## src/hdl/tesp_pkg.sv

```systemverilog
// ----------------------------------------------------------------------------
// tesp_pkg - shared types and constants of the escape sequence parser
// token kinds, byte codes, queue entry and handshake structs
// ----------------------------------------------------------------------------
`default_nettype none

package tesp_pkg;

  // csi parameter slots
  localparam int PARAMS = 16;
  localparam int PIDX_W = $clog2(PARAMS);
  localparam int PCNT_W = $clog2(PARAMS + 1);

  // token queue between parser and emitter, power of two
  localparam int QDEPTH = 4;
  localparam int QAW    = $clog2(QDEPTH);
  localparam int QCW    = $clog2(QDEPTH + 1);

  // token kinds
  localparam logic [3:0] K_TEXT      = 4'd0;
  localparam logic [3:0] K_CTRL      = 4'd1;
  localparam logic [3:0] K_ESC       = 4'd2;
  localparam logic [3:0] K_SS3       = 4'd3;
  localparam logic [3:0] K_CSI_PARAM = 4'd4;
  localparam logic [3:0] K_CSI_END   = 4'd5;
  localparam logic [3:0] K_OSC_DATA  = 4'd6;
  localparam logic [3:0] K_OSC_END   = 4'd7;
  localparam logic [3:0] K_DCS_DATA  = 4'd8;
  localparam logic [3:0] K_DCS_END   = 4'd9;

  // input op codes
  localparam logic OP_BYTE    = 1'b0;
  localparam logic OP_TIMEOUT = 1'b1;

  // byte codes
  localparam logic [7:0] C_BEL   = 8'h07;
  localparam logic [7:0] C_ESC   = 8'h1B;
  localparam logic [7:0] C_SPACE = 8'h20;
  localparam logic [7:0] C_DEL   = 8'h7F;
  localparam logic [7:0] C_BSL   = 8'h5C;
  localparam logic [7:0] C_SEMI  = 8'h3B;
  localparam logic [7:0] C_ZERO  = 8'h30;
  localparam logic [7:0] C_NINE  = 8'h39;
  localparam logic [7:0] C_PRIV0 = 8'h3C;
  localparam logic [7:0] C_PRIV1 = 8'h3F;
  localparam logic [7:0] C_FIN0  = 8'h40;
  localparam logic [7:0] C_FIN1  = 8'h7E;

  localparam logic [20:0] CP_CSI  = 21'h5B;
  localparam logic [20:0] CP_OSC  = 21'h5D;
  localparam logic [20:0] CP_SS3  = 21'h4F;
  localparam logic [20:0] CP_DCS  = 21'h50;
  localparam logic [20:0] CP_REPL = 21'hFFFD;

  localparam logic [15:0] PV_MAX = 16'hFFFF;

  typedef struct packed {
    logic [3:0]        kind;
    logic [7:0]        ch;
    logic [PCNT_W-1:0] total;
    logic [7:0]        priv;
    logic              last;
  } entry_t;

  typedef struct packed {
    logic   v0;
    logic   v1;
    entry_t e0;
    entry_t e1;
  } push_t;

  typedef struct packed {
    logic [QCW-1:0] free;
    logic           head_v;
    entry_t         head;
  } qstat_t;

  typedef struct packed {
    logic              we;
    logic [PIDX_W-1:0] addr;
    logic [15:0]       data;
  } pwrite_t;

endpackage

`default_nettype wire

```

## src/hdl/tesp_if.sv

```systemverilog
// ----------------------------------------------------------------------------
// tesp_if - channel interfaces of the escape sequence parser
// input byte channel and token result channel, valid/ready
// ----------------------------------------------------------------------------
`default_nettype none

interface tesp_in_if;
  logic       valid;
  logic       ready;
  logic       op;
  logic [7:0] data_byte;

  modport source (output valid, op, data_byte, input ready);
  modport sink   (input valid, op, data_byte, output ready);
endinterface

interface tesp_out_if;
  logic                        valid;
  logic                        ready;
  logic [3:0]                  kind;
  logic [7:0]                  char_value;
  logic [3:0]                  param_index;
  logic [15:0]                 param_value;
  logic [tesp_pkg::PCNT_W-1:0] param_total;
  logic [7:0]                  private_marker;
  logic                        last_of_run;

  modport source (output valid, kind, char_value, param_index, param_value,
                  param_total, private_marker, last_of_run, input ready);
  modport sink   (input valid, kind, char_value, param_index, param_value,
                  param_total, private_marker, last_of_run, output ready);
endinterface

`default_nettype wire

```

## src/hdl/tesp_ram.sv

```systemverilog
// ----------------------------------------------------------------------------
// tesp_ram - generic single write, single read ram
// registered read data
// ----------------------------------------------------------------------------
`default_nettype none

module tesp_ram #(
  parameter int WIDTH = 16,
  parameter int DEPTH = 16
) (
  input  wire logic                     clk,
  input  wire logic                     we,
  input  wire logic [$clog2(DEPTH)-1:0] waddr,
  input  wire logic [WIDTH-1:0]         wdata,
  input  wire logic [$clog2(DEPTH)-1:0] raddr,
  output logic      [WIDTH-1:0]         rdata
);

  logic [WIDTH-1:0] mem_r [DEPTH];

  always_ff @(posedge clk) begin
    if (we) begin
      mem_r[waddr] <= wdata;
    end
    rdata <= mem_r[raddr];
  end

endmodule

`default_nettype wire

```

## src/hdl/tesp_front.sv

```systemverilog
// ----------------------------------------------------------------------------
// tesp_front - byte classifier of the escape sequence parser
// mode machine, utf-8 decode, csi parameter collection, token push
// ----------------------------------------------------------------------------
`default_nettype none

module tesp_front (
  input  wire logic             clk,
  input  wire logic             rst_n,
  tesp_in_if.sink               in_ch,
  input  wire tesp_pkg::qstat_t qstat,
  input  wire logic             csi_done,
  output tesp_pkg::push_t       push,
  output tesp_pkg::pwrite_t     pw
);

  typedef enum logic [3:0] {
    M_GROUND, M_ESC, M_ESC_U8, M_SS3, M_SS3_U8,
    M_CSI, M_OSC, M_DCS, M_OSC_ESC, M_DCS_ESC
  } mode_t;

  typedef struct packed {
    mode_t      mode;
    logic       v;
    logic [3:0] kind;
    logic [7:0] ch;
  } step_t;

  function automatic step_t f_got_char(logic [20:0] cp, logic ss3);
    step_t s;
    s.mode = M_GROUND;
    s.v    = 1'b0;
    s.kind = tesp_pkg::K_ESC;
    s.ch   = cp[7:0];
    if (ss3) begin
      s.v    = 1'b1;
      s.kind = tesp_pkg::K_SS3;
    end else begin
      case (cp)
        tesp_pkg::CP_CSI: s.mode = M_CSI;
        tesp_pkg::CP_OSC: s.mode = M_OSC;
        tesp_pkg::CP_SS3: s.mode = M_SS3;
        tesp_pkg::CP_DCS: s.mode = M_DCS;
        default:          s.v    = 1'b1;
      endcase
    end
    return s;
  endfunction

  function automatic step_t f_ground(logic [7:0] b);
    step_t s;
    s.mode = M_GROUND;
    s.v    = 1'b1;
    s.ch   = b;
    s.kind = tesp_pkg::K_TEXT;
    if (b == tesp_pkg::C_ESC) begin
      s.mode = M_ESC;
      s.v    = 1'b0;
    end else if (b < tesp_pkg::C_SPACE || b == tesp_pkg::C_DEL) begin
      s.kind = tesp_pkg::K_CTRL;
    end
    return s;
  endfunction

  function automatic step_t f_string(logic [7:0] b, logic osc);
    step_t s;
    s.mode = osc ? M_OSC : M_DCS;
    s.v    = 1'b1;
    s.ch   = b;
    s.kind = osc ? tesp_pkg::K_OSC_DATA : tesp_pkg::K_DCS_DATA;
    if (b == tesp_pkg::C_BEL) begin
      s.mode = M_GROUND;
      s.ch   = 8'h00;
      s.kind = osc ? tesp_pkg::K_OSC_END : tesp_pkg::K_DCS_END;
    end else if (b == tesp_pkg::C_ESC) begin
      s.mode = osc ? M_OSC_ESC : M_DCS_ESC;
      s.v    = 1'b0;
    end
    return s;
  endfunction

  mode_t                       mode_r, mode_nxt;
  logic [1:0]                  rem_r, rem_nxt;
  logic [20:0]                 acc_r, acc_nxt;
  logic [tesp_pkg::PCNT_W-1:0] cnt_r, cnt_nxt;
  logic [15:0]                 cur_r, cur_nxt;
  logic [7:0]                  priv_r, priv_nxt;
  logic                        pend_r;

  step_t                       s0, s1, g;
  logic                        csi_end;
  logic [tesp_pkg::PCNT_W-1:0] csi_total;
  logic                        we;
  logic [19:0]                 prod;
  logic [20:0]                 acc_sh;
  logic [1:0]                  rem_dec;
  logic                        cnt_room;
  logic [7:0]                  b;
  logic                        fire;

  assign b        = in_ch.data_byte;
  assign in_ch.ready = (qstat.free >= tesp_pkg::QCW'(2)) && !pend_r;
  assign fire     = in_ch.valid && in_ch.ready;
  assign cnt_room = cnt_r < tesp_pkg::PCNT_W'(tesp_pkg::PARAMS);
  assign prod     = {1'b0, cur_r, 3'b000} + {3'b000, cur_r, 1'b0}
                  + {16'h0000, b[3:0] - tesp_pkg::C_ZERO[3:0]};
  assign acc_sh   = {acc_r[14:0], b[5:0]};
  assign rem_dec  = (rem_r != 2'd0) ? rem_r - 2'd1 : 2'd0;

  always_comb begin
    mode_nxt  = mode_r;
    rem_nxt   = rem_r;
    acc_nxt   = acc_r;
    cnt_nxt   = cnt_r;
    cur_nxt   = cur_r;
    priv_nxt  = priv_r;
    s0        = '{mode: M_GROUND, v: 1'b0, kind: tesp_pkg::K_TEXT, ch: 8'h00};
    s1        = s0;
    g         = s0;
    csi_end   = 1'b0;
    csi_total = cnt_r;
    we        = 1'b0;
    if (in_ch.op == tesp_pkg::OP_TIMEOUT) begin
      if (mode_r == M_ESC) begin
        mode_nxt = M_GROUND;
        s0.v     = 1'b1;
        s0.kind  = tesp_pkg::K_ESC;
      end
    end else begin
      case (mode_r)
        M_ESC, M_SS3: begin
          if (!b[7]) begin
            g = f_got_char({13'h0, b}, mode_r == M_SS3);
            mode_nxt = g.mode;
            s0 = g;
          end else if (b[7:5] == 3'b110) begin
            rem_nxt  = 2'd1;
            acc_nxt  = {16'h0, b[4:0]};
            mode_nxt = (mode_r == M_SS3) ? M_SS3_U8 : M_ESC_U8;
          end else if (b[7:4] == 4'b1110) begin
            rem_nxt  = 2'd2;
            acc_nxt  = {17'h0, b[3:0]};
            mode_nxt = (mode_r == M_SS3) ? M_SS3_U8 : M_ESC_U8;
          end else if (b[7:3] == 5'b11110) begin
            rem_nxt  = 2'd3;
            acc_nxt  = {18'h0, b[2:0]};
            mode_nxt = (mode_r == M_SS3) ? M_SS3_U8 : M_ESC_U8;
          end else begin
            g = f_got_char(tesp_pkg::CP_REPL, mode_r == M_SS3);
            mode_nxt = g.mode;
            s0 = g;
          end
        end
        M_ESC_U8, M_SS3_U8: begin
          if (b[7:6] != 2'b10) begin
            // broken sequence: replacement char, then the byte again in ground
            rem_nxt  = 2'd0;
            acc_nxt  = 21'h0;
            s0       = f_got_char(tesp_pkg::CP_REPL, mode_r == M_SS3_U8);
            s1       = f_ground(b);
            mode_nxt = s1.mode;
          end else begin
            rem_nxt = rem_dec;
            acc_nxt = acc_sh;
            if (rem_dec == 2'd0) begin
              acc_nxt  = 21'h0;
              g        = f_got_char(acc_sh, mode_r == M_SS3_U8);
              mode_nxt = g.mode;
              s0       = g;
            end
          end
        end
        M_CSI: begin
          if (b >= tesp_pkg::C_ZERO && b <= tesp_pkg::C_NINE) begin
            if (cnt_room) begin
              cur_nxt = (prod[19:16] != 4'h0) ? tesp_pkg::PV_MAX : prod[15:0];
            end
          end else if (b >= tesp_pkg::C_FIN0 && b <= tesp_pkg::C_FIN1) begin
            mode_nxt = M_GROUND;
            csi_end  = 1'b1;
            s0.v     = 1'b1;
            s0.kind  = tesp_pkg::K_CSI_END;
            s0.ch    = b;
            if ((cnt_r != '0 || cur_r != 16'h0) && cnt_room) begin
              we        = 1'b1;
              csi_total = cnt_r + tesp_pkg::PCNT_W'(1);
            end
            cnt_nxt = csi_total;
          end else if (b == tesp_pkg::C_SEMI) begin
            if (cnt_room) begin
              we      = 1'b1;
              cnt_nxt = cnt_r + tesp_pkg::PCNT_W'(1);
              cur_nxt = 16'h0;
            end
          end else if (b >= tesp_pkg::C_PRIV0 && b <= tesp_pkg::C_PRIV1) begin
            priv_nxt = b;
          end
        end
        M_OSC, M_DCS: begin
          s0       = f_string(b, mode_r == M_OSC);
          mode_nxt = s0.mode;
        end
        M_OSC_ESC, M_DCS_ESC: begin
          if (b == tesp_pkg::C_BSL) begin
            mode_nxt = M_GROUND;
            s0.v     = 1'b1;
            s0.kind  = (mode_r == M_OSC_ESC) ? tesp_pkg::K_OSC_END : tesp_pkg::K_DCS_END;
          end else begin
            // false escape: 0x1b as payload, then the byte as a string byte
            s0.v     = 1'b1;
            s0.kind  = (mode_r == M_OSC_ESC) ? tesp_pkg::K_OSC_DATA : tesp_pkg::K_DCS_DATA;
            s0.ch    = tesp_pkg::C_ESC;
            s1       = f_string(b, mode_r == M_OSC_ESC);
            mode_nxt = s1.mode;
          end
        end
        default: begin
          s0       = f_ground(b);
          mode_nxt = s0.mode;
        end
      endcase
    end
    // entering csi clears the parameter set
    if (mode_nxt == M_CSI && mode_r != M_CSI) begin
      cnt_nxt  = '0;
      cur_nxt  = 16'h0;
      priv_nxt = 8'h00;
    end
  end

  always_comb begin
    push.v0       = fire && s0.v;
    push.v1       = fire && s1.v;
    push.e0.kind  = s0.kind;
    push.e0.ch    = s0.ch;
    push.e0.total = csi_end ? csi_total : '0;
    push.e0.priv  = csi_end ? priv_r : 8'h00;
    push.e0.last  = !s1.v;
    push.e1.kind  = s1.kind;
    push.e1.ch    = s1.ch;
    push.e1.total = '0;
    push.e1.priv  = 8'h00;
    push.e1.last  = 1'b1;
    pw.we         = fire && we;
    pw.addr       = cnt_r[tesp_pkg::PIDX_W-1:0];
    pw.data       = cur_r;
  end

  always_ff @(posedge clk) begin
    if (!rst_n) begin
      mode_r <= M_GROUND;
      rem_r  <= 2'd0;
      acc_r  <= 21'h0;
      cnt_r  <= '0;
      cur_r  <= 16'h0;
      priv_r <= 8'h00;
      pend_r <= 1'b0;
    end else begin
      if (fire) begin
        mode_r <= mode_nxt;
        rem_r  <= rem_nxt;
        acc_r  <= acc_nxt;
        cnt_r  <= cnt_nxt;
        cur_r  <= cur_nxt;
        priv_r <= priv_nxt;
      end
      if (fire && csi_end) begin
        pend_r <= 1'b1;
      end else if (csi_done) begin
        pend_r <= 1'b0;
      end
    end
  end

endmodule

`default_nettype wire

```

## src/hdl/tesp_queue.sv

```systemverilog
// ----------------------------------------------------------------------------
// tesp_queue - token queue between classifier and emitter
// up to two pushes and one pop per cycle
// ----------------------------------------------------------------------------
`default_nettype none

module tesp_queue (
  input  wire logic            clk,
  input  wire logic            rst_n,
  input  wire tesp_pkg::push_t push,
  input  wire logic            pop,
  output tesp_pkg::qstat_t     qstat
);

  tesp_pkg::entry_t             mem_r [tesp_pkg::QDEPTH];
  logic [tesp_pkg::QAW-1:0]     wp_r, rp_r;
  logic [tesp_pkg::QCW-1:0]     cnt_r, cnt_nxt;
  logic [tesp_pkg::QAW-1:0]     wp1;

  assign wp1 = wp_r + tesp_pkg::QAW'(1);

  always_comb begin
    cnt_nxt = cnt_r + tesp_pkg::QCW'(push.v0) + tesp_pkg::QCW'(push.v1)
            - tesp_pkg::QCW'(pop);
    qstat.free   = tesp_pkg::QCW'(tesp_pkg::QDEPTH) - cnt_r;
    qstat.head_v = cnt_r != '0;
    qstat.head   = mem_r[rp_r];
  end

  always_ff @(posedge clk) begin
    if (push.v0) begin
      mem_r[wp_r] <= push.e0;
    end
    if (push.v1) begin
      mem_r[wp1] <= push.e1;
    end
  end

  always_ff @(posedge clk) begin
    if (!rst_n) begin
      wp_r  <= '0;
      rp_r  <= '0;
      cnt_r <= '0;
    end else begin
      cnt_r <= cnt_nxt;
      wp_r  <= wp_r + tesp_pkg::QAW'(push.v0) + tesp_pkg::QAW'(push.v1);
      if (pop) begin
        rp_r <= rp_r + tesp_pkg::QAW'(1);
      end
    end
  end

endmodule

`default_nettype wire

```

## src/hdl/tesp_back.sv

```systemverilog
// ----------------------------------------------------------------------------
// tesp_back - token emitter of the escape sequence parser
// expands csi ends into parameter runs, drives the output register
// ----------------------------------------------------------------------------
`default_nettype none

module tesp_back (
  input  wire logic                     clk,
  input  wire logic                     rst_n,
  input  wire tesp_pkg::qstat_t         qstat,
  input  wire logic [15:0]              rd_data,
  output logic [tesp_pkg::PIDX_W-1:0]   rd_addr,
  output logic                          pop,
  output logic                          csi_done,
  tesp_out_if.source                    out_ch
);

  typedef enum logic [1:0] {B_TOKEN, B_PARAM, B_END} bstate_t;

  bstate_t                     state_r, state_nxt;
  logic [tesp_pkg::PIDX_W-1:0] idx_r, idx_nxt;
  logic                        ov_r;
  logic [3:0]                  kind_r, kind_nxt;
  logic [7:0]                  ch_r, ch_nxt;
  logic [3:0]                  pidx_r, pidx_nxt;
  logic [15:0]                 pval_r, pval_nxt;
  logic [tesp_pkg::PCNT_W-1:0] tot_r, tot_nxt;
  logic [7:0]                  priv_r, priv_nxt;
  logic                        last_r, last_nxt;
  logic                        load, slot_free;

  assign slot_free = !ov_r || out_ch.ready;
  assign rd_addr   = idx_nxt;

  always_comb begin
    state_nxt = state_r;
    idx_nxt   = idx_r;
    load      = 1'b0;
    pop       = 1'b0;
    csi_done  = 1'b0;
    kind_nxt  = qstat.head.kind;
    ch_nxt    = qstat.head.ch;
    pidx_nxt  = 4'h0;
    pval_nxt  = 16'h0;
    tot_nxt   = qstat.head.total;
    priv_nxt  = qstat.head.priv;
    last_nxt  = qstat.head.last;
    case (state_r)
      B_TOKEN: begin
        if (qstat.head_v && slot_free) begin
          if (qstat.head.kind == tesp_pkg::K_CSI_END && qstat.head.total != '0) begin
            state_nxt = B_PARAM;
            idx_nxt   = '0;
          end else begin
            load     = 1'b1;
            pop      = 1'b1;
            csi_done = qstat.head.kind == tesp_pkg::K_CSI_END;
          end
        end
      end
      B_PARAM: begin
        kind_nxt = tesp_pkg::K_CSI_PARAM;
        ch_nxt   = 8'h00;
        pidx_nxt = 4'(idx_r);
        pval_nxt = rd_data;
        tot_nxt  = '0;
        priv_nxt = 8'h00;
        last_nxt = 1'b0;
        if (slot_free) begin
          load = 1'b1;
          if ({1'b0, idx_r} + tesp_pkg::PCNT_W'(1) == qstat.head.total) begin
            state_nxt = B_END;
          end else begin
            idx_nxt = idx_r + tesp_pkg::PIDX_W'(1);
          end
        end
      end
      B_END: begin
        if (slot_free) begin
          load      = 1'b1;
          pop       = 1'b1;
          csi_done  = 1'b1;
          state_nxt = B_TOKEN;
        end
      end
      default: state_nxt = B_TOKEN;
    endcase
  end

  always_ff @(posedge clk) begin
    if (!rst_n) begin
      state_r <= B_TOKEN;
      idx_r   <= '0;
      ov_r    <= 1'b0;
    end else begin
      state_r <= state_nxt;
      idx_r   <= idx_nxt;
      if (load) begin
        ov_r <= 1'b1;
      end else if (out_ch.ready) begin
        ov_r <= 1'b0;
      end
    end
    if (load) begin
      kind_r <= kind_nxt;
      ch_r   <= ch_nxt;
      pidx_r <= pidx_nxt;
      pval_r <= pval_nxt;
      tot_r  <= tot_nxt;
      priv_r <= priv_nxt;
      last_r <= last_nxt;
    end
  end

  assign out_ch.valid          = ov_r;
  assign out_ch.kind           = kind_r;
  assign out_ch.char_value     = ch_r;
  assign out_ch.param_index    = pidx_r;
  assign out_ch.param_value    = pval_r;
  assign out_ch.param_total    = tot_r;
  assign out_ch.private_marker = priv_r;
  assign out_ch.last_of_run    = last_r;

endmodule

`default_nettype wire

```

## src/hdl/terminal_escape_sequence_parser_unit.sv

```systemverilog
// ----------------------------------------------------------------------------
// terminal_escape_sequence_parser_unit - ansi/vt escape sequence parser
// turns a terminal byte stream into text, control, escape and string tokens
// ----------------------------------------------------------------------------
// usage
//   in_ch takes one beat per byte (op 0) or escape timeout tick (op 1)
//   out_ch gives the token beats that each input beat causes, the last one
//   of them flagged with last_of_run; a csi sequence comes out as one
//   csi_param beat per parameter and then a csi_end beat
// a token passes classifier -> token queue -> output register
// one input beat per cycle while the token queue has room for two tokens and no
//   csi run is pending; a byte that causes two tokens gives two output beats
// a csi final byte holds off input until the emitter loads its csi_end beat:
//   the emitter reads the parameter ram at one entry per cycle while the
//   receiver takes beats
// reset: ground mode, empty queue, no beat on the output
// a stalled receiver keeps its beat in the output register; the queue fills
//   until it has room for fewer than two tokens and then in_ch.ready drops
// ----------------------------------------------------------------------------
`default_nettype none

module terminal_escape_sequence_parser_unit (
  input  wire logic   clk,
  input  wire logic   rst_n,
  tesp_in_if.sink     in_ch,
  tesp_out_if.source  out_ch
);

  tesp_pkg::push_t             push;
  tesp_pkg::qstat_t            qstat;
  tesp_pkg::pwrite_t           pw;
  logic                        pop;
  logic                        csi_done;
  logic [tesp_pkg::PIDX_W-1:0] rd_addr;
  logic [15:0]                 rd_data;

  // classifier: mode machine and csi parameter collection
  tesp_front u_front (
    .clk      (clk),
    .rst_n    (rst_n),
    .in_ch    (in_ch),
    .qstat    (qstat),
    .csi_done (csi_done),
    .push     (push),
    .pw       (pw)
  );

  // tokens waiting for the emitter
  tesp_queue u_queue (
    .clk   (clk),
    .rst_n (rst_n),
    .push  (push),
    .pop   (pop),
    .qstat (qstat)
  );

  // csi parameter values, written on ';' and on the final byte
  tesp_ram #(
    .WIDTH (16),
    .DEPTH (tesp_pkg::PARAMS)
  ) u_param_ram (
    .clk   (clk),
    .we    (pw.we),
    .waddr (pw.addr),
    .wdata (pw.data),
    .raddr (rd_addr),
    .rdata (rd_data)
  );

  // emitter: output register and parameter run
  tesp_back u_back (
    .clk      (clk),
    .rst_n    (rst_n),
    .qstat    (qstat),
    .rd_data  (rd_data),
    .rd_addr  (rd_addr),
    .pop      (pop),
    .csi_done (csi_done),
    .out_ch   (out_ch)
  );

  // parameter ram is never written while a csi end waits at the queue head
  a_no_write_in_drain: assert property (@(posedge clk) disable iff (!rst_n)
    pw.we |-> !(qstat.head_v && qstat.head.kind == tesp_pkg::K_CSI_END))
    else $error("parameter write during csi drain");

  // queue never overfills
  a_queue_bound: assert property (@(posedge clk) disable iff (!rst_n)
    qstat.free <= tesp_pkg::QCW'(tesp_pkg::QDEPTH))
    else $error("token queue overflow");

  // a second token per byte only comes with a first one
  a_push_order: assert property (@(posedge clk) disable iff (!rst_n)
    push.v1 |-> push.v0 && !push.e0.last)
    else $error("second token without first");

  // parameter beats never close a run
  a_param_not_last: assert property (@(posedge clk) disable iff (!rst_n)
    out_ch.valid && out_ch.kind == tesp_pkg::K_CSI_PARAM |-> !out_ch.last_of_run)
    else $error("csi parameter flagged last");

endmodule

`default_nettype wire
```

## src/flat_wrapper.sv

```systemverilog
// flat-port wrapper written by rule: the top's interface ports become plain ports
module terminal_escape_sequence_parser_unit_flat 
  (clk, rst_n, in_ch_valid, in_ch_op, in_ch_data_byte, in_ch_ready, out_ch_valid, out_ch_kind, out_ch_char_value, out_ch_param_index, out_ch_param_value, out_ch_param_total, out_ch_private_marker, out_ch_last_of_run, out_ch_ready);
  tesp_in_if in_ch_i ();
  tesp_out_if out_ch_i ();
  input  wire logic clk;
  input  wire logic rst_n;
  input wire logic [$bits(in_ch_i.valid)-1:0] in_ch_valid;
  input wire logic [$bits(in_ch_i.op)-1:0] in_ch_op;
  input wire logic [$bits(in_ch_i.data_byte)-1:0] in_ch_data_byte;
  output wire logic [$bits(in_ch_i.ready)-1:0] in_ch_ready;
  output wire logic [$bits(out_ch_i.valid)-1:0] out_ch_valid;
  output wire logic [$bits(out_ch_i.kind)-1:0] out_ch_kind;
  output wire logic [$bits(out_ch_i.char_value)-1:0] out_ch_char_value;
  output wire logic [$bits(out_ch_i.param_index)-1:0] out_ch_param_index;
  output wire logic [$bits(out_ch_i.param_value)-1:0] out_ch_param_value;
  output wire logic [$bits(out_ch_i.param_total)-1:0] out_ch_param_total;
  output wire logic [$bits(out_ch_i.private_marker)-1:0] out_ch_private_marker;
  output wire logic [$bits(out_ch_i.last_of_run)-1:0] out_ch_last_of_run;
  input wire logic [$bits(out_ch_i.ready)-1:0] out_ch_ready;
  assign in_ch_i.valid = in_ch_valid;
  assign in_ch_i.op = in_ch_op;
  assign in_ch_i.data_byte = in_ch_data_byte;
  assign in_ch_ready = in_ch_i.ready;
  assign out_ch_valid = out_ch_i.valid;
  assign out_ch_kind = out_ch_i.kind;
  assign out_ch_char_value = out_ch_i.char_value;
  assign out_ch_param_index = out_ch_i.param_index;
  assign out_ch_param_value = out_ch_i.param_value;
  assign out_ch_param_total = out_ch_i.param_total;
  assign out_ch_private_marker = out_ch_i.private_marker;
  assign out_ch_last_of_run = out_ch_i.last_of_run;
  assign out_ch_i.ready = out_ch_ready;
  terminal_escape_sequence_parser_unit u_core (.clk(clk), .rst_n(rst_n), .in_ch(in_ch_i), .out_ch(out_ch_i));
endmodule
```

## config.mk

```make
export PLATFORM = sky130hd
export DESIGN_NAME = terminal_escape_sequence_parser_unit_flat
export DESIGN_NICKNAME = d
export VERILOG_FILES = /design/src/hdl/tesp_pkg.sv /design/src/hdl/tesp_if.sv /design/src/hdl/tesp_ram.sv /design/src/hdl/tesp_front.sv /design/src/hdl/tesp_queue.sv /design/src/hdl/tesp_back.sv /design/src/hdl/terminal_escape_sequence_parser_unit.sv /design/src/flat_wrapper.sv
export SDC_FILE = /design/constraint.sdc
export NUM_CORES = 1
export LEC_CHECK = 0
export BUFFER_PORTS_ARGS = -buffer_cell sky130_fd_sc_hd__clkbuf_2
export CAP_MARGIN = 20
export CORE_UTILIZATION = 40
export CTS_CLUSTER_DIAMETER = 200
export DETAILED_ROUTE_END_ITERATION = 16
export PLACE_DENSITY = 0.56
export SLEW_MARGIN = 10
export SYNTH_ARGS = -nofsm -noshare
export SYNTH_HDL_FRONTEND = slang
export SYNTH_SLANG_ARGS = --single-unit
```

## constraint.sdc

```tcl
create_clock -name clk -period 6.5 [get_ports clk]
set_input_delay 0.325 -clock clk [delete_from_list [all_inputs] [get_ports clk]]
set_output_delay 0.325 -clock clk [all_outputs]
set_load 0.05 [all_outputs]
```

* Word level (Yosys, flattened, before mapping)
Memories as Yosys holds them, arrays and structs flattened. A register that Yosys moved wholly into a read port is not among the register bits.
Cells that the tools add are included.
** Cells by class
- Equal/unequal tests :: 46
- Bitwise logic cells :: 1
- Order comparisons :: 9
- Add/sub/neg operators :: 14
- Muxes and demuxes :: 146
- Reduce and logical (&&, ||, !) cells :: 47
** Operator list (count)
- 2-to-1 mux 16 bit :: 9
- 2-to-1 mux 13 bit :: 11
- 2-to-1 mux 15 bit :: 6
- 2-to-1 mux 5 bit :: 18
- == test 21 x 7 -> 1 bit (second input constant) :: 4
- 2-to-1 mux 4 bit :: 20
- 2-to-1 mux 8 bit :: 9
- case mux 13 bit (5 select lines) :: 1
- == test 8 x 7 -> 1 bit (second input constant) :: 6
- 2-to-1 mux 1 bit :: 39
- case mux 15 bit (2 select lines) :: 1
- 2-to-1 mux 2 bit :: 14
- case mux 13 bit (2 select lines) :: 1
- == test 4 x 3 -> 1 bit (second input constant) :: 6
- 2-to-1 mux 12 bit :: 2
- case mux 3 bit (4 select lines) :: 2
- adder 19 x 17 -> 20 bit :: 1
- adder 20 x 4 -> 20 bit :: 1
- case mux 4 bit (5 select lines) :: 1
- 2-to-1 mux 3 bit :: 6
- greater-or-equal comparator 8 x 6 -> 1 bit (second input constant) :: 2
- <= comparator 8 x 6 -> 1 bit (second input constant) :: 2
- nonzero test 16 bit :: 1
- != test 2 bit (second input constant) :: 7
- other kinds (47) :: 93
** Word-level totals
- Output and inout bits :: 48
- Memory bits (writable) :: 360
- Register bits after elaboration :: 111
- Input port bits :: 13
- Memories kept :: 2
- Logic and storage cells :: 285
** Memory list
- u_core.u_param_ram.mem_r :: depth 16, width 16, rd ports 1, clocked after memory_dff 1, write ports 1, RTL line tesp_ram.sv:19 : logic [WIDTH-1:0] mem_r [DEPTH];
- u_core.u_queue.mem_r :: depth 4, width 26, rd ports 1, clocked after memory_dff 1, write ports 2, RTL line tesp_queue.sv:15 : tesp_pkg::entry_t mem_r [tesp_pkg::QDEPTH];

* Depth between registers and ports, before layout
- Depth in word-level cells :: 12
- Mapped depth :: 16
- Mapped depth without buffers :: 13

* By module
From an unflattened synthesis, not the netlist that was laid out.
** Second synthesis, totals
- Cells, all modules :: 1549
- Area, all modules :: 22611.7 um^2
** Modules (own cells, without submodules)
- tesp_ram :: area each 10042.1 um^2, seq. area each 8007.7 um^2, times used 1, cells an instance 432
- tesp_queue :: area each 5490.3 um^2, seq. area each 3303.2 um^2, times used 1, cells an instance 299
- tesp_front :: area each 4620.7 um^2, seq. area each 1021.0 um^2, times used 1, cells an instance 624
- tesp_back :: area each 2458.6 um^2, seq. area each 1521.5 um^2, times used 1, cells an instance 194

* Worst setup path after synthesis
OpenSTA, ideal clock, no wires.
- Kind :: flip-flop to flip-flop
- Start :: register with a tool-made name
- End :: register u_core.u_back.ch_r[0] (netlist: u_core.u_back.out_ch.char_value[0]), enable pin
- Setup slack :: 0.894 ns
- Library setup time :: 0.509 ns
- Arrival :: 5.097 ns
- Required time :: 5.991 ns
- Stages on the path, launching flop included :: 7
- Cells stage by stage :: dfxtp_1 buf_6 mux4_2 or4_4 o21ai_0 a21oi_1 nor3_1
** RTL lines
- to (signal assigned) :: RTL line tesp_back.sv:106 : ch_r <= ch_nxt;
- to (decl) :: RTL line tesp_back.sv:24 : logic [7:0] ch_r, ch_nxt;

==> impl_metrics.tcl <==
set metrics [dict create \
    root_buffer "clkbuf_16" \
    post_cts_resized 0 \
    core_area_um2 54200 \
    max_cap_viol_count 0 \
    synth_seq_area_share_pct 60.0 \
    first_pass_iters 6 \
    dpl.hpwl_um 34400 \
    yosysTopAreaCellShare_pct 47.5 \
    path_class "reg2reg" \
    synthMuxAreaShare_pct 9.62 \
    grt-ovfl-total 0 \
    fmax_mhz 227 \
    syn_area_per_cell_um2 12.1 \
    hold_end "u_core.u_queue.wp_r[0]" \
    worstMarginPinSlew_ps 1090 \
    rows 85 \
    synthesis.area_um2 22100 \
    ys_top_cells_by_count "edfxtp_1, nand2_1, nor2_1" \
    io-pin-count 61 \
    synth-adder-area-share_pct 2.94 \
    outcome "completed" \
    via_per_inst 5.59 \
    vias 14600 \
    die_width_um 237 \
    synth_edf_count 350 \
    slew_violations 0 \
    fill_cells 4906 \
    fin_nets 1936 \
    cts_buffers 51 \
    cellPowerDensity_nw_per_um2 344 \
    clk_path_buf_depth 3 \
    finalHoldViolations 0 \
    grt_first_pass_wirelength_um 85000 \
    hold_path.class "in2reg" \
    path_buf_inv 1 \
    wl_um 54300 \
    crit_fanout 51 \
    synth_nets 1890 \
    hold_buffers 0 \
    synthXorXnorAreaFrac_pct 1.17 \
    crit_slowest_cell "dfxtp_2" \
    place_area_um2 23200 \
    p_leak_nw 8.61 \
    gp_congestion 0.888 \
    clkTransAtPathRegs_ps 70 \
    ant_nets 0 \
    grt_use_total_pct 19.4 \
    min_path_cells 2 \
    cp.required_ps 7060 \
    grt_max_degree 52 \
    clkLatencyLatePin_ps 630 \
    post_cts.repair.setup_buffers 0 \
    timing.final.crit_share_pct 67.9 \
    worstHoldStart "rst_n" \
    start_util_pct 40.8 \
    antenna_found_initial 1 \
    yosysMostFrequentCell "edfxtp_1" \
    ys_async_sr_fraction_pct 0 \
    path_cells "mux4_2 -> or4_4 -> o211ai_2 -> and2_1 -> a221o_4 -> buf_12 -> a211o_1 -> nand2_1 -> or3_1 -> nand4_1" \
    place_inst 2516 \
    fin_crit_ps 4410 \
    die_area_um2 56300 \
    cp-end-kind "register" \
    synth-compound-area-share_pct 9.09 \
    crit_path_max_incr_delay_ps 810 \
    relSlewSlack_pct 25.7 \
    final_util_pct 46.0 \
    yosysWarnings 0 \
    yosysTopAreaCell "edfxtp_1" \
    reg2reg_slack_ps 2090 \
    fin_cells 2614 \
    clock_sinks 489 \
    cts_tree "done" \
    final_area_um2 25000 \
    skew_ps 50.7 \
    ys_ff_latch 489 \
    grt_pass1_vias 14400 \
    synth_top_family_by_area "simple AND/OR/NAND/NOR gates" \
    synth_cell_types 85 \
    synth_flop_cell "edfxtp_1" \
    cp-start-kind "register" \
    crit_arrival_ps 4970 \
    peakVddDrop_mv 0.207 \
    synthSimpleGateAreaFrac_pct 14.1 \
    ff2ff_path_depth 10 \
    io_buffer_count 60 \
    rr_endpoint "u_core.u_param_ram.rdata[11]" \
    syn_to_final_growth_pct 12.8 \
    drc_errors 0 \
    critPathTopFamily "simple AND/OR/NAND/NOR gates" \
    rsz0062_at_grt "false" \
    die-height_um 237 \
    h-tree-depth 2 \
    synthCells 1828 \
    wl_per_cell_um 20.8 \
    fin_setup_tns_ps 0 \
    drt_iter0_markers 1204 \
    drive_above_1_share_pct 12.9 \
    synth_area_leaders "edfxtp_1, dfxtp_1, mux2i_1" \
    setup_viol 0 \
]
[cells by family after synthesis]
family,Yosys count
AND/OR/NAND/NOR,655
flip-flops,489
AO/OA/AOI/OAI,291
multiplexers,180
buffers and inverters,136
adder cells (fa/ha/maj),49
XOR/XNOR,28
[power breakdown]
group          switching [mW]  leakage, nW  internal, mW
clock                    1.27        0.880          1.81
combinational            1.26         3.47         0.468
sequential              0.147         4.26          3.64
total                    2.68         8.61          5.92
[flip-flops by register name, indices dropped and copies added, names as in the netlist, 8 cells and up, named ones only]
register / count
u_core.u_param_ram.mem_r: 256
u_core.u_queue.mem_r: 104
u_core.u_back.out_ch.param_value: 16
u_core.u_front.cur_r: 16
u_core.u_param_ram.rdata: 16
u_core.u_front.acc_r: 15
u_core.u_back.out_ch.char_value: 8
u_core.u_back.out_ch.private_marker: 8
u_core.u_front.priv_r: 8
[routing by layer]
layer | track usage, % | wire length, µm | up-vias | part of all wire [%]
met5 | 0 | 14 | - | 0.026
met4 | 5.22 | 1080 | 2 | 2.0
met3 | 3.11 | 2610 | 89 | 4.8
met2 | 30.5 | 25000 | 386 | 46
met1 | 27.7 | 25600 | 7243 | 47
li1 | - | - | 6890 | -
[cell usage in the layout (no fill, tap or decap), types with 23 or more instances in the layout]
| cell type | n |
|---|---|
| a21oi_1 | 52 |
| and2_1 | 55 |
| buf_4 | 34 |
| clkbuf_16 | 51 |
| clkbuf_2 | 61 |
| dfxtp_1 | 138 |
| edfxtp_1 | 350 |
| ha_1 | 44 |
| inv_1 | 30 |
| mux2i_1 | 152 |
| mux4_2 | 26 |
| nand2_1 | 193 |
| nand3_1 | 71 |
| nor2_1 | 171 |
| nor3_1 | 23 |
| o21ai_0 | 40 |
| o22ai_1 | 57 |
[worst max-delay path by stage]
stage,slack [ps],to,cells past startpoint,start
global placement,2000,u_core.u_param_ram.rdata[14],10,register
detailed placement,1990,u_core.u_param_ram.rdata[14],10,register
global route,1800,u_core.u_param_ram.rdata[14],10,register
floorplan,890,u_core.u_back.out_ch.char_value[0],6,register
finish,2090,u_core.u_param_ram.rdata[11],10,register
CTS,2010,u_core.u_param_ram.rdata[14],10,register
[stage by stage]
step           worst slack (ps)  power [mW]  hold slack [ps]
2_1_floorplan               894        5.12              418
5_1_grt                    1800        8.92              145
6_report                   2090        8.59              161
4_1_cts                    2010        8.66              119
3_5_place_dp               1990        5.59              436
3_3_place_gp               2000        5.57              425
[area by class of cell]
class / instances / area [µm²] / area share [%]
Inverter: 31 / 116 / 0.466
Antenna cell: 1 / 2.50 / 0.0100
Multi-Input combinational cell: 1203 / 8260 / 33.1
Timing Repair Buffer: 98 / 627 / 2.51
Clock buffer: 69 / 1440 / 5.75
Sequential cell: 489 / 13300 / 53.2
Clock inverter: 27 / 368 / 1.47
Tap cell: 696 / 871 / 3.49
Power figures use the tool's default switching activity.
